--- src/hdl/tapqm_pkg.sv ---
// shared widths, constants and register codes for the pid mixer
// no dependencies

package tapqm_pkg;

    localparam int GAIN_FRAC_BITS = 8;

    localparam int GAIN_W  = 16;
    localparam int LIMIT_W = 20;
    localparam int THR_W   = 10;
    localparam int ANGLE_W = 15;
    localparam int STICK_W = 10;
    localparam int PULSE_W = 12;

    localparam int CFG_INDEX_W = 3;
    localparam int CFG_DATA_W  = 20;

    localparam int ERR_W   = 16;
    localparam int DIFF_W  = ERR_W + 1;
    localparam int INTEG_W = LIMIT_W + 1;
    localparam int MUL_A_W = INTEG_W + 1;
    localparam int MUL_B_W = 18;
    localparam int PROD_W  = MUL_A_W + MUL_B_W;
    localparam int ACC_W   = PROD_W;
    localparam int PID_W   = 10;
    localparam int CORR_W  = 8;
    localparam int MIX_W   = PULSE_W + 1;

    // floor(91 m / 50) and floor(3 m / 25) by reciprocal multiply
    localparam int SP_RECIP   = 119276;
    localparam int SP_SHIFT   = 16;
    localparam int SP_Q_W     = 11;
    localparam int CORR_RECIP = 7865;
    localparam int CORR_SHIFT = 16;
    localparam int CORR_Q_W   = 7;

    localparam int STICK_CENTRE = 500;
    localparam int PID_LIMIT    = 500;
    localparam int IDLE_PULSE   = 1000;
    localparam int TRIM_FRONT   = 1190;
    localparam int TRIM_SECOND  = 1055;
    localparam int TRIM_THIRD   = 1050;
    localparam int TRIM_FOURTH  = 1168;
    localparam int PULSE_MIN    = 921;
    localparam int PULSE_MAX    = 2393;

    localparam logic [GAIN_W-1:0]  KP_YAW_RST  = 16'd1024;
    localparam logic [GAIN_W-1:0]  KP_TILT_RST = 16'd333;
    localparam logic [GAIN_W-1:0]  KD_TILT_RST = 16'd4608;
    localparam logic [LIMIT_W-1:0] LIMIT_RST   = 20'hFFFFF;
    localparam logic [THR_W-1:0]   THR_RST     = 10'd50;

    typedef enum logic [CFG_INDEX_W-1:0] {
        REG_KP_YAW   = 3'd0,
        REG_KP_TILT  = 3'd1,
        REG_KI_YAW   = 3'd2,
        REG_KI_TILT  = 3'd3,
        REG_KD_YAW   = 3'd4,
        REG_KD_TILT  = 3'd5,
        REG_INT_LIM  = 3'd6,
        REG_THR_TH   = 3'd7
    } cfg_reg_t;

endpackage

--- src/hdl/tapqm_if.sv ---
// valid/ready channels for frame requests and motor pulse results
// depends on tapqm_pkg

interface tapqm_in_if;
    logic                                  valid;
    logic                                  ready;
    logic signed [tapqm_pkg::ANGLE_W-1:0]  pitch_angle;
    logic signed [tapqm_pkg::ANGLE_W-1:0]  roll_angle;
    logic signed [tapqm_pkg::ANGLE_W-1:0]  yaw_rate;
    logic        [tapqm_pkg::STICK_W-1:0]  stick_yaw;
    logic        [tapqm_pkg::STICK_W-1:0]  stick_pitch;
    logic        [tapqm_pkg::STICK_W-1:0]  stick_roll;
    logic        [tapqm_pkg::STICK_W-1:0]  throttle;

    modport source (
        output valid, pitch_angle, roll_angle, yaw_rate,
               stick_yaw, stick_pitch, stick_roll, throttle,
        input  ready
    );
    modport sink (
        input  valid, pitch_angle, roll_angle, yaw_rate,
               stick_yaw, stick_pitch, stick_roll, throttle,
        output ready
    );
endinterface

interface tapqm_out_if;
    logic                              valid;
    logic                              ready;
    logic [tapqm_pkg::PULSE_W-1:0]     motor_front_pulse;
    logic [tapqm_pkg::PULSE_W-1:0]     motor_second_pulse;
    logic [tapqm_pkg::PULSE_W-1:0]     motor_third_pulse;
    logic [tapqm_pkg::PULSE_W-1:0]     motor_fourth_pulse;

    modport source (
        output valid, motor_front_pulse, motor_second_pulse,
               motor_third_pulse, motor_fourth_pulse,
        input  ready
    );
    modport sink (
        input  valid, motor_front_pulse, motor_second_pulse,
               motor_third_pulse, motor_fourth_pulse,
        output ready
    );
endinterface

--- src/hdl/three_axis_pid_quad_mixer.sv ---
// three-axis pid attitude controller with x-shaped quad mixer
// depends on tapqm_pkg and the channels in tapqm_if
//
//   channel     dir  handshake        payload
//   frame_in    in   valid / ready    angles, yaw rate, sticks, throttle
//   motor_out   out  valid / ready    four esc pulse widths
//   cfg_*       in   cfg_we           register index and write data
//
// after the accept in idle, each axis in turn runs the sp, err, prop, intg,
// deriv, sum, scale and corr states on the one shared multiplier (set point, p,
// i, d, correction scale), then the mix state writes the result
// frame_in.ready is high only while the sequencer is idle
// a pending result is held in the output register; the mix step waits for it
// reset clears integrals, previous errors and valid flags; no clearing pass

module three_axis_pid_quad_mixer (
    input  logic                                clk,
    input  logic                                rst_n,
    input  logic                                cfg_we,
    input  logic [tapqm_pkg::CFG_INDEX_W-1:0]   cfg_index,
    input  logic [tapqm_pkg::CFG_DATA_W-1:0]    cfg_data,
    tapqm_in_if.sink                            frame_in,
    tapqm_out_if.source                         motor_out
);

    typedef enum logic [9:0] {
        ST_IDLE  = 10'b0000000001,
        ST_SP    = 10'b0000000010,
        ST_ERR   = 10'b0000000100,
        ST_PROP  = 10'b0000001000,
        ST_INTG  = 10'b0000010000,
        ST_DERIV = 10'b0000100000,
        ST_SUM   = 10'b0001000000,
        ST_SCALE = 10'b0010000000,
        ST_CORR  = 10'b0100000000,
        ST_MIX   = 10'b1000000000
    } state_t;

    typedef enum logic [1:0] {
        AXIS_YAW   = 2'd0,
        AXIS_PITCH = 2'd1,
        AXIS_ROLL  = 2'd2
    } axis_t;

    localparam int ERR_W   = tapqm_pkg::ERR_W;
    localparam int DIFF_W  = tapqm_pkg::DIFF_W;
    localparam int INTEG_W = tapqm_pkg::INTEG_W;
    localparam int ACC_W   = tapqm_pkg::ACC_W;
    localparam int PROD_W  = tapqm_pkg::PROD_W;
    localparam int MUL_A_W = tapqm_pkg::MUL_A_W;
    localparam int MUL_B_W = tapqm_pkg::MUL_B_W;
    localparam int PID_W   = tapqm_pkg::PID_W;
    localparam int CORR_W  = tapqm_pkg::CORR_W;
    localparam int MIX_W   = tapqm_pkg::MIX_W;
    localparam int STICK_W = tapqm_pkg::STICK_W;
    localparam int GAIN_W  = tapqm_pkg::GAIN_W;
    localparam int SP_Q_W  = tapqm_pkg::SP_Q_W;
    localparam int CQ_W    = tapqm_pkg::CORR_Q_W;

    localparam logic signed [ACC_W-1:0] ROUND_BIAS =
        ACC_W'((1 << tapqm_pkg::GAIN_FRAC_BITS) - 1);
    localparam logic signed [ACC_W-1:0] ACC_ZERO = '0;
    localparam logic signed [ACC_W-1:0] PID_HI   = ACC_W'(tapqm_pkg::PID_LIMIT);
    localparam logic signed [ACC_W-1:0] PID_LO   = ACC_W'(-tapqm_pkg::PID_LIMIT);
    localparam logic signed [MIX_W-1:0] TRIM_F   = MIX_W'(tapqm_pkg::TRIM_FRONT);
    localparam logic signed [MIX_W-1:0] TRIM_S   = MIX_W'(tapqm_pkg::TRIM_SECOND);
    localparam logic signed [MIX_W-1:0] TRIM_T   = MIX_W'(tapqm_pkg::TRIM_THIRD);
    localparam logic signed [MIX_W-1:0] TRIM_R   = MIX_W'(tapqm_pkg::TRIM_FOURTH);

    // configuration registers
    logic [GAIN_W-1:0]                kp_yaw_reg, kp_tilt_reg;
    logic [GAIN_W-1:0]                ki_yaw_reg, ki_tilt_reg;
    logic [GAIN_W-1:0]                kd_yaw_reg, kd_tilt_reg;
    logic [tapqm_pkg::LIMIT_W-1:0]    int_lim_reg;
    logic [tapqm_pkg::THR_W-1:0]      thr_th_reg;

    // captured request
    logic signed [tapqm_pkg::ANGLE_W-1:0] pitch_reg, roll_reg, yaw_rate_reg;
    logic [STICK_W-1:0]               stick_yaw_reg, stick_pitch_reg, stick_roll_reg;
    logic [STICK_W-1:0]               thr_reg;

    // sequencer and datapath
    state_t                           state_reg, state_next;
    axis_t                            axis_reg, axis_next;
    logic signed [PROD_W-1:0]         prod_reg, prod_next;
    logic signed [ACC_W-1:0]          acc_reg, acc_next;
    logic signed [ERR_W-1:0]          err_reg, err_next;
    logic signed [DIFF_W-1:0]         diff_reg, diff_next;
    logic                             sign_reg, sign_next;
    logic signed [INTEG_W-1:0]        integ_reg [3];
    logic signed [INTEG_W-1:0]        integ_next [3];
    logic signed [ERR_W-1:0]          prev_reg [3];
    logic signed [ERR_W-1:0]          prev_next [3];
    logic signed [CORR_W-1:0]         corr_reg [3];
    logic signed [CORR_W-1:0]         corr_next [3];

    logic                             out_valid_reg, out_valid_next;
    logic [tapqm_pkg::PULSE_W-1:0]    front_reg, front_next;
    logic [tapqm_pkg::PULSE_W-1:0]    second_reg, second_next;
    logic [tapqm_pkg::PULSE_W-1:0]    third_reg, third_next;
    logic [tapqm_pkg::PULSE_W-1:0]    fourth_reg, fourth_next;

    // per-axis selection
    logic signed [tapqm_pkg::ANGLE_W-1:0] meas_sel;
    logic [STICK_W-1:0]               stick_sel;
    logic [GAIN_W-1:0]                kp_sel, ki_sel, kd_sel;

    // shared multiplier
    logic signed [MUL_A_W-1:0]        mul_a;
    logic signed [MUL_B_W-1:0]        mul_b;
    logic signed [PROD_W-1:0]         mul_p;

    logic signed [STICK_W:0]          stick_off;
    logic [STICK_W-1:0]               stick_mag;
    logic [SP_Q_W-1:0]                sp_q;
    logic signed [SP_Q_W:0]           sp_val;
    logic signed [INTEG_W:0]          integ_sum, lim_pos, lim_neg, integ_sat;
    logic signed [ACC_W-1:0]          acc_round, acc_shift;
    logic signed [PID_W-1:0]          pid_val;
    logic [PID_W-1:0]                 pid_mag;
    logic [CQ_W-1:0]                  corr_q;
    logic signed [MIX_W-1:0]          thr_ext, cy, cp, cr;
    logic signed [MIX_W-1:0]          mix_f, mix_s, mix_t, mix_r;
    logic                             run_motors;
    logic                             load_out;

    assign frame_in.ready = (state_reg == ST_IDLE);

    assign motor_out.valid              = out_valid_reg;
    assign motor_out.motor_front_pulse  = front_reg;
    assign motor_out.motor_second_pulse = second_reg;
    assign motor_out.motor_third_pulse  = third_reg;
    assign motor_out.motor_fourth_pulse = fourth_reg;

    always_ff @(posedge clk or negedge rst_n)
    begin
        if (!rst_n)
        begin
            kp_yaw_reg  <= tapqm_pkg::KP_YAW_RST;
            kp_tilt_reg <= tapqm_pkg::KP_TILT_RST;
            ki_yaw_reg  <= '0;
            ki_tilt_reg <= '0;
            kd_yaw_reg  <= '0;
            kd_tilt_reg <= tapqm_pkg::KD_TILT_RST;
            int_lim_reg <= tapqm_pkg::LIMIT_RST;
            thr_th_reg  <= tapqm_pkg::THR_RST;
        end
        else if (cfg_we)
        begin
            case (tapqm_pkg::cfg_reg_t'(cfg_index))
                tapqm_pkg::REG_KP_YAW:  kp_yaw_reg  <= cfg_data[GAIN_W-1:0];
                tapqm_pkg::REG_KP_TILT: kp_tilt_reg <= cfg_data[GAIN_W-1:0];
                tapqm_pkg::REG_KI_YAW:  ki_yaw_reg  <= cfg_data[GAIN_W-1:0];
                tapqm_pkg::REG_KI_TILT: ki_tilt_reg <= cfg_data[GAIN_W-1:0];
                tapqm_pkg::REG_KD_YAW:  kd_yaw_reg  <= cfg_data[GAIN_W-1:0];
                tapqm_pkg::REG_KD_TILT: kd_tilt_reg <= cfg_data[GAIN_W-1:0];
                tapqm_pkg::REG_INT_LIM: int_lim_reg <= cfg_data[tapqm_pkg::LIMIT_W-1:0];
                tapqm_pkg::REG_THR_TH:  thr_th_reg  <= cfg_data[tapqm_pkg::THR_W-1:0];
                default: ;
            endcase
        end
    end

    always_ff @(posedge clk)
    begin
        if (frame_in.valid && frame_in.ready)
        begin
            pitch_reg       <= frame_in.pitch_angle;
            roll_reg        <= frame_in.roll_angle;
            yaw_rate_reg    <= frame_in.yaw_rate;
            stick_yaw_reg   <= frame_in.stick_yaw;
            stick_pitch_reg <= frame_in.stick_pitch;
            stick_roll_reg  <= frame_in.stick_roll;
            thr_reg         <= frame_in.throttle;
        end
    end

    always_comb
    begin
        case (axis_reg)
            AXIS_YAW:
            begin
                meas_sel  = yaw_rate_reg;
                stick_sel = stick_yaw_reg;
                kp_sel    = kp_yaw_reg;
                ki_sel    = ki_yaw_reg;
                kd_sel    = kd_yaw_reg;
            end
            AXIS_PITCH:
            begin
                meas_sel  = pitch_reg;
                stick_sel = stick_pitch_reg;
                kp_sel    = kp_tilt_reg;
                ki_sel    = ki_tilt_reg;
                kd_sel    = kd_tilt_reg;
            end
            default:
            begin
                meas_sel  = roll_reg;
                stick_sel = stick_roll_reg;
                kp_sel    = kp_tilt_reg;
                ki_sel    = ki_tilt_reg;
                kd_sel    = kd_tilt_reg;
            end
        endcase
    end

    // set point offset and magnitude
    assign stick_off = $signed({1'b0, stick_sel}) - (STICK_W+1)'(tapqm_pkg::STICK_CENTRE);
    assign stick_mag = stick_off[STICK_W] ? STICK_W'(-stick_off) : STICK_W'(stick_off);

    // set point from reciprocal product
    assign sp_q   = prod_reg[tapqm_pkg::SP_SHIFT +: SP_Q_W];
    assign sp_val = sign_reg ? -$signed({1'b0, sp_q}) : $signed({1'b0, sp_q});

    // saturated integral
    assign integ_sum = (INTEG_W+1)'(integ_reg[axis_reg]) + (INTEG_W+1)'(err_reg);
    assign lim_pos   = $signed({2'b00, int_lim_reg});
    assign lim_neg   = -lim_pos;
    assign integ_sat = (integ_sum > lim_pos) ? lim_pos :
                       (integ_sum < lim_neg) ? lim_neg : integ_sum;

    // pid sum truncated toward zero and clamped
    assign acc_round = acc_reg + (acc_reg[ACC_W-1] ? ROUND_BIAS : ACC_ZERO);
    assign acc_shift = acc_round >>> tapqm_pkg::GAIN_FRAC_BITS;
    assign pid_val   = (acc_shift > PID_HI) ? PID_W'(PID_HI) :
                       (acc_shift < PID_LO) ? PID_W'(PID_LO) : PID_W'(acc_shift);
    assign pid_mag   = pid_val[PID_W-1] ? PID_W'(-pid_val) : PID_W'(pid_val);
    assign corr_q    = prod_reg[tapqm_pkg::CORR_SHIFT +: CQ_W];

    always_comb
    begin
        mul_a = '0;
        mul_b = '0;
        case (state_reg)
            ST_SP:
            begin
                mul_a = $signed(MUL_A_W'(stick_mag));
                mul_b = MUL_B_W'(tapqm_pkg::SP_RECIP);
            end
            ST_PROP:
            begin
                mul_a = MUL_A_W'(err_reg);
                mul_b = $signed(MUL_B_W'(kp_sel));
            end
            ST_INTG:
            begin
                mul_a = MUL_A_W'(integ_reg[axis_reg]);
                mul_b = $signed(MUL_B_W'(ki_sel));
            end
            ST_DERIV:
            begin
                mul_a = MUL_A_W'(diff_reg);
                mul_b = $signed(MUL_B_W'(kd_sel));
            end
            ST_SCALE:
            begin
                mul_a = $signed(MUL_A_W'(pid_mag));
                mul_b = MUL_B_W'(tapqm_pkg::CORR_RECIP);
            end
            default: ;
        endcase
    end

    assign mul_p = mul_a * mul_b;

    // x mixer
    assign thr_ext    = $signed({3'b000, thr_reg});
    assign cy         = MIX_W'(corr_reg[AXIS_YAW]);
    assign cp         = MIX_W'(corr_reg[AXIS_PITCH]);
    assign cr         = MIX_W'(corr_reg[AXIS_ROLL]);
    assign mix_f      = TRIM_F + thr_ext + cr + cp + cy;
    assign mix_s      = TRIM_S + thr_ext - cr + cp - cy;
    assign mix_t      = TRIM_T + thr_ext + cr - cp - cy;
    assign mix_r      = TRIM_R + thr_ext - cr - cp + cy;
    assign run_motors = (thr_reg > thr_th_reg);
    assign load_out   = (state_reg == ST_MIX) && (!out_valid_reg || motor_out.ready);

    always_comb
    begin
        state_next     = state_reg;
        axis_next      = axis_reg;
        prod_next      = prod_reg;
        acc_next       = acc_reg;
        err_next       = err_reg;
        diff_next      = diff_reg;
        sign_next      = sign_reg;
        integ_next     = integ_reg;
        prev_next      = prev_reg;
        corr_next      = corr_reg;
        out_valid_next = out_valid_reg;
        front_next     = front_reg;
        second_next    = second_reg;
        third_next     = third_reg;
        fourth_next    = fourth_reg;

        if (out_valid_reg && motor_out.ready)
        begin
            out_valid_next = 1'b0;
        end

        case (state_reg)
            ST_IDLE:
            begin
                if (frame_in.valid)
                begin
                    axis_next  = AXIS_YAW;
                    state_next = ST_SP;
                end
            end
            ST_SP:
            begin
                prod_next  = mul_p;
                sign_next  = stick_off[STICK_W];
                state_next = ST_ERR;
            end
            ST_ERR:
            begin
                err_next   = ERR_W'(meas_sel) - ERR_W'(sp_val);
                state_next = ST_PROP;
            end
            ST_PROP:
            begin
                integ_next[axis_reg] = INTEG_W'(integ_sat);
                diff_next            = DIFF_W'(err_reg) - DIFF_W'(prev_reg[axis_reg]);
                prev_next[axis_reg]  = err_reg;
                prod_next            = mul_p;
                state_next           = ST_INTG;
            end
            ST_INTG:
            begin
                acc_next   = prod_reg;
                prod_next  = mul_p;
                state_next = ST_DERIV;
            end
            ST_DERIV:
            begin
                acc_next   = acc_reg + prod_reg;
                prod_next  = mul_p;
                state_next = ST_SUM;
            end
            ST_SUM:
            begin
                acc_next   = acc_reg + prod_reg;
                state_next = ST_SCALE;
            end
            ST_SCALE:
            begin
                prod_next  = mul_p;
                sign_next  = pid_val[PID_W-1];
                state_next = ST_CORR;
            end
            ST_CORR:
            begin
                corr_next[axis_reg] = sign_reg ? -$signed(CORR_W'(corr_q))
                                               : $signed(CORR_W'(corr_q));
                case (axis_reg)
                    AXIS_YAW:
                    begin
                        axis_next  = AXIS_PITCH;
                        state_next = ST_SP;
                    end
                    AXIS_PITCH:
                    begin
                        axis_next  = AXIS_ROLL;
                        state_next = ST_SP;
                    end
                    default:
                    begin
                        state_next = ST_MIX;
                    end
                endcase
            end
            ST_MIX:
            begin
                if (load_out)
                begin
                    out_valid_next = 1'b1;
                    if (run_motors)
                    begin
                        front_next  = mix_f[tapqm_pkg::PULSE_W-1:0];
                        second_next = mix_s[tapqm_pkg::PULSE_W-1:0];
                        third_next  = mix_t[tapqm_pkg::PULSE_W-1:0];
                        fourth_next = mix_r[tapqm_pkg::PULSE_W-1:0];
                    end
                    else
                    begin
                        front_next  = tapqm_pkg::PULSE_W'(tapqm_pkg::IDLE_PULSE);
                        second_next = tapqm_pkg::PULSE_W'(tapqm_pkg::IDLE_PULSE);
                        third_next  = tapqm_pkg::PULSE_W'(tapqm_pkg::IDLE_PULSE);
                        fourth_next = tapqm_pkg::PULSE_W'(tapqm_pkg::IDLE_PULSE);
                    end
                    state_next = ST_IDLE;
                end
            end
            default:
            begin
                state_next = ST_IDLE;
            end
        endcase
    end

    always_ff @(posedge clk or negedge rst_n)
    begin
        if (!rst_n)
        begin
            state_reg     <= ST_IDLE;
            axis_reg      <= AXIS_YAW;
            out_valid_reg <= 1'b0;
            for (int i = 0; i < 3; i++)
            begin
                integ_reg[i] <= '0;
                prev_reg[i]  <= '0;
            end
        end
        else
        begin
            state_reg     <= state_next;
            axis_reg      <= axis_next;
            out_valid_reg <= out_valid_next;
            integ_reg     <= integ_next;
            prev_reg      <= prev_next;
        end
    end

    always_ff @(posedge clk)
    begin
        prod_reg   <= prod_next;
        acc_reg    <= acc_next;
        err_reg    <= err_next;
        diff_reg   <= diff_next;
        sign_reg   <= sign_next;
        corr_reg   <= corr_next;
        front_reg  <= front_next;
        second_reg <= second_next;
        third_reg  <= third_next;
        fourth_reg <= fourth_next;
    end

endmodule

--- src/flat_wrapper.sv ---
// flat-port wrapper written by rule: the top's interface ports become plain ports
module three_axis_pid_quad_mixer_flat 
  (clk, rst_n, cfg_we, cfg_index, cfg_data, frame_in_valid, frame_in_pitch_angle, frame_in_roll_angle, frame_in_yaw_rate, frame_in_stick_yaw, frame_in_stick_pitch, frame_in_stick_roll, frame_in_throttle, frame_in_ready, motor_out_valid, motor_out_motor_front_pulse, motor_out_motor_second_pulse, motor_out_motor_third_pulse, motor_out_motor_fourth_pulse, motor_out_ready);
  tapqm_in_if frame_in_i ();
  tapqm_out_if motor_out_i ();
  input  logic clk;
  input  logic rst_n;
  input  logic cfg_we;
  input  logic [tapqm_pkg::CFG_INDEX_W-1:0] cfg_index;
  input  logic [tapqm_pkg::CFG_DATA_W-1:0] cfg_data;
  input wire logic [$bits(frame_in_i.valid)-1:0] frame_in_valid;
  input wire logic [$bits(frame_in_i.pitch_angle)-1:0] frame_in_pitch_angle;
  input wire logic [$bits(frame_in_i.roll_angle)-1:0] frame_in_roll_angle;
  input wire logic [$bits(frame_in_i.yaw_rate)-1:0] frame_in_yaw_rate;
  input wire logic [$bits(frame_in_i.stick_yaw)-1:0] frame_in_stick_yaw;
  input wire logic [$bits(frame_in_i.stick_pitch)-1:0] frame_in_stick_pitch;
  input wire logic [$bits(frame_in_i.stick_roll)-1:0] frame_in_stick_roll;
  input wire logic [$bits(frame_in_i.throttle)-1:0] frame_in_throttle;
  output wire logic [$bits(frame_in_i.ready)-1:0] frame_in_ready;
  output wire logic [$bits(motor_out_i.valid)-1:0] motor_out_valid;
  output wire logic [$bits(motor_out_i.motor_front_pulse)-1:0] motor_out_motor_front_pulse;
  output wire logic [$bits(motor_out_i.motor_second_pulse)-1:0] motor_out_motor_second_pulse;
  output wire logic [$bits(motor_out_i.motor_third_pulse)-1:0] motor_out_motor_third_pulse;
  output wire logic [$bits(motor_out_i.motor_fourth_pulse)-1:0] motor_out_motor_fourth_pulse;
  input wire logic [$bits(motor_out_i.ready)-1:0] motor_out_ready;
  assign frame_in_i.valid = frame_in_valid;
  assign frame_in_i.pitch_angle = frame_in_pitch_angle;
  assign frame_in_i.roll_angle = frame_in_roll_angle;
  assign frame_in_i.yaw_rate = frame_in_yaw_rate;
  assign frame_in_i.stick_yaw = frame_in_stick_yaw;
  assign frame_in_i.stick_pitch = frame_in_stick_pitch;
  assign frame_in_i.stick_roll = frame_in_stick_roll;
  assign frame_in_i.throttle = frame_in_throttle;
  assign frame_in_ready = frame_in_i.ready;
  assign motor_out_valid = motor_out_i.valid;
  assign motor_out_motor_front_pulse = motor_out_i.motor_front_pulse;
  assign motor_out_motor_second_pulse = motor_out_i.motor_second_pulse;
  assign motor_out_motor_third_pulse = motor_out_i.motor_third_pulse;
  assign motor_out_motor_fourth_pulse = motor_out_i.motor_fourth_pulse;
  assign motor_out_i.ready = motor_out_ready;
  three_axis_pid_quad_mixer u_core (.clk(clk), .rst_n(rst_n), .cfg_we(cfg_we), .cfg_index(cfg_index), .cfg_data(cfg_data), .frame_in(frame_in_i), .motor_out(motor_out_i));
endmodule
--- config.mk ---
export PLATFORM = sky130hd
export DESIGN_NAME = three_axis_pid_quad_mixer_flat
export DESIGN_NICKNAME = d
export VERILOG_FILES = /design/src/hdl/tapqm_pkg.sv /design/src/hdl/tapqm_if.sv /design/src/hdl/three_axis_pid_quad_mixer.sv /design/src/flat_wrapper.sv
export SDC_FILE = /design/constraint.sdc
export NUM_CORES = 2
export LEC_CHECK = 0
export BUFFER_PORTS_ARGS = -buffer_cell sky130_fd_sc_hd__buf_2
export CAP_MARGIN = 20
export CORE_MARGIN = 5
export CORE_UTILIZATION = 55
export DETAILED_ROUTE_END_ITERATION = 10
export PLACE_DENSITY = 0.76
export REMOVE_ABC_BUFFERS = 1
export SLEW_MARGIN = 0
export SYNTH_ARGS = -nofsm -noshare
export SYNTH_HDL_FRONTEND = slang
export SYNTH_SLANG_ARGS = --single-unit
--- constraint.sdc ---
create_clock -name clk -period 12.84 [get_ports clk]
set_clock_uncertainty 0.05 [all_clocks]
set_input_delay 0.642 -clock clk [delete_from_list [all_inputs] [get_ports clk]]
set_output_delay 0.642 -clock clk [all_outputs]
set_load 0.03 [all_outputs]
==> reports/qor.txt <==
Clock Latency Late Sink = 0.67 ns
pre-CTS WS = 1.93 ns
vias per cell = 5.94
largest family of logic cells by synthesized area = adder cells
Synth warnings = 0
Cells after Synth = 4430
CP Class = flop to flop
RSZ-0062 raised after global routing = false
detailed router's first-iteration violation count = 2793
Startpoint Class = flop
mux contribution to synthesized area = 7.29%
top post-synthesis cells by area = fa_1 19%, edfxtp_1 18%, dfrtp_1 12%, ha_1 9.5%, mux2_2 5.7%
Finished Core Util = 60.5%
H-tree depth = 2
Hold Fails Final Rpt = 0
Hold-fix buffers, CTS = 1
clk slew on worst S/H paths = 0.06 ns
most frequent cell after synthesis = inv_1
Synth Register Bits = 520
area grow syn2layout = 9.20%
DIE AREA = 88600 um2
nets@finish = 5463
Seq/Total Area, Yosys = 31.6%
fmax = 90.2 MHz
CP peak stage delay = 0.72 ns
Most common cell on crit path = fa_1
Post-route DRC = 0
via count = 33812
core region area = 82100 um2
CTS resizes = 0
worst-margin pin slew = 1.28 ns
Slew Limit Fails = 0
CTS Buffer Depth = 3
Final Routed Wirelength = 124000 um
PD cells = 146 nW/um2
CP Capture Type = flop
Detailed Place HPWL = 94400 um
setup tns final = 0 ns
final-report setup violation count = 0
post-synth top area share = 19.3%
setup ws final = 1.75 ns
layout cells sized above 1 = 14.3%
Syn Area/Cell = 10.3 um2
Largest register FFs = 63
Die Y = 298 um
chip width = 298 um
worst hold slack = 0.0899 ns
Max IR drop VDD = 0.000139 V
Post-synth ARST share = 48.1%
TritonCTS sink count = 520
Routed Antenna Nets = 0
Placed Cells incl. Taps = 5572
Worst slew margin = 14.4%
Initial Util = 55.4%
Setup Fix Bufs, Post-CTS = 0
Root Driver = clkbuf_16
Synth Area in Adders = 28.8%
post-synthesis xor/xnor area fraction = 3.48%
Placer Congestion = 0.988
non-filler instance count after layout = 5688
fin crit share = 86.4%
area share of and/or/nand/nor cells after synthesis = 11.0%
first drt pass iteration count = 6
Post-Syn Area = 45500 um2
CTS tree = done
Port-buffer cells = 162
post-synthesis compound-gate area fraction = 11.3%
vias in the first global route = 34780
critical path peak fanout = 19
initial antenna violation count = 2
first-pass GRT wire length = 196000 um
global-route usage over all layers = 27.9%
max-cap violations = 0
io pins = 163
routed length per instance = 21.8 um
area leader, netlist = fa_1
Tmin final = 11.09 ns
cell leakage power = 22.2 nW
CP arrival = 11.38 ns
grt ovf = 0
worst min-delay path class = primary input to flop
status = completed
synth unique cells = 111
EDFF count, synth = 270
TritonCTS Buffers = 58
Post-synth top cells = 609 x inv_1, 440 x fa_1, 415 x nand2_1
worst endpoint required time = 13.13 ns
row count = 105
Slowest cell on crit path = edfxtp_1
largest net degree at the start of global routing = 157
ys flop type = edfxtp_1
-- layer usage --
layer / up-vias / GRT usage [%] / share of wire, %
li1: 15285 / - / -
met1: 16856 / 37.4 / 41
met2: 1341 / 45.2 / 46
met3: 328 / 5.10 / 8.1
met4: 2 / 11.4 / 4.7
met5: - / 0 / 0.0097
-- kinds of logic (layout without fill, tap and decap cells) --
logic type / after synthesis / count (layout)
AO/OA/AOI/OAI: 801 / 801
XOR/XNOR: 180 / 180
adder cells (fa/ha/maj): 784 / 784
buffers and inverters: 763 / 939
flip-flops: 520 / 520
multiplexers: 303 / 303
other: 2 / 14
AND/OR/NAND/NOR: 1077 / 1077
-- path summary, 6_finish.rpt --
check,end,cells after the start,from,slack (ns)
setup / recovery,u_core.prod_reg[37],37,u_core.acc_reg[39],1.75
hold / removal,u_core.roll_reg[5],1,frame_in_roll_angle[5],0.09
setup reg to reg,u_core.prod_reg[37],37,u_core.acc_reg[39],1.75
hold reg to reg,u_core.integ_reg[53],2,u_core.integ_reg[53],0.43
max in group asynchronous,u_core.axis_reg[1],3,rst_n,10.76
min in group asynchronous,u_core.integ_reg[57],2,rst_n,0.57
-- critical path, delay by kind of cell (launching register included) --
kind	cells	cell delay, ns
AOI/OAI and AO/OA	11	3.33
xor gates and xnor gates	2	0.26
adders and majority gates	9	4.07
buffers and inverters	4	0.22
DFF	1	0.72
and+or+nand+nor	11	2.15
-- metrics by stage --
stage / area [um2] / total power (W)
floorplan: 44900 / 0.00449
detailed placement: 47600 / 0.00543
CTS: 49700 / 0.00721
finish: 49700 / 0.00725
global placement: 47600 / 0.00535
global route: 49700 / 0.00772
-- power by group --
| group | internal (W) | leakage [nW] | switching [W] |
|---|---|---|---|
| Clock | 0.00101 | 0.987 | 0.000736 |
| Combinational | 0.00123 | 15.6 | 0.00192 |
| Sequential | 0.00214 | 5.64 | 0.000202 |
| Total | 0.00438 | 22.2 | 0.00286 |
-- placed cells by master (no fill, tap or decap), drive strengths merged, types with 82 or more instances in the layout --
| master | instances |
|---|---|
| mux2 | 229 |
| edfxtp | 270 |
| dfrtp | 218 |
| nand2 | 416 |
| inv | 616 |
| buf | 216 |
| nor2 | 317 |
| xnor2 | 136 |
| a21oi | 228 |
| fa | 440 |
| o21ai | 208 |
| clkbuf | 82 |
| ha | 344 |
-- layout make-up --
class | instances | area, um2
fill | 6676 | 32400
multi-input combinational | 3157 | 28300
sequential | 520 | 14400
inverter | 611 | 2290
clock buffer | 81 | 1680
tap | 1070 | 1340
timing repair buffer | 218 | 1280
clock inverter | 29 | 357
antenna | 2 | 5.00
Power figures use the tool's default switching activity.
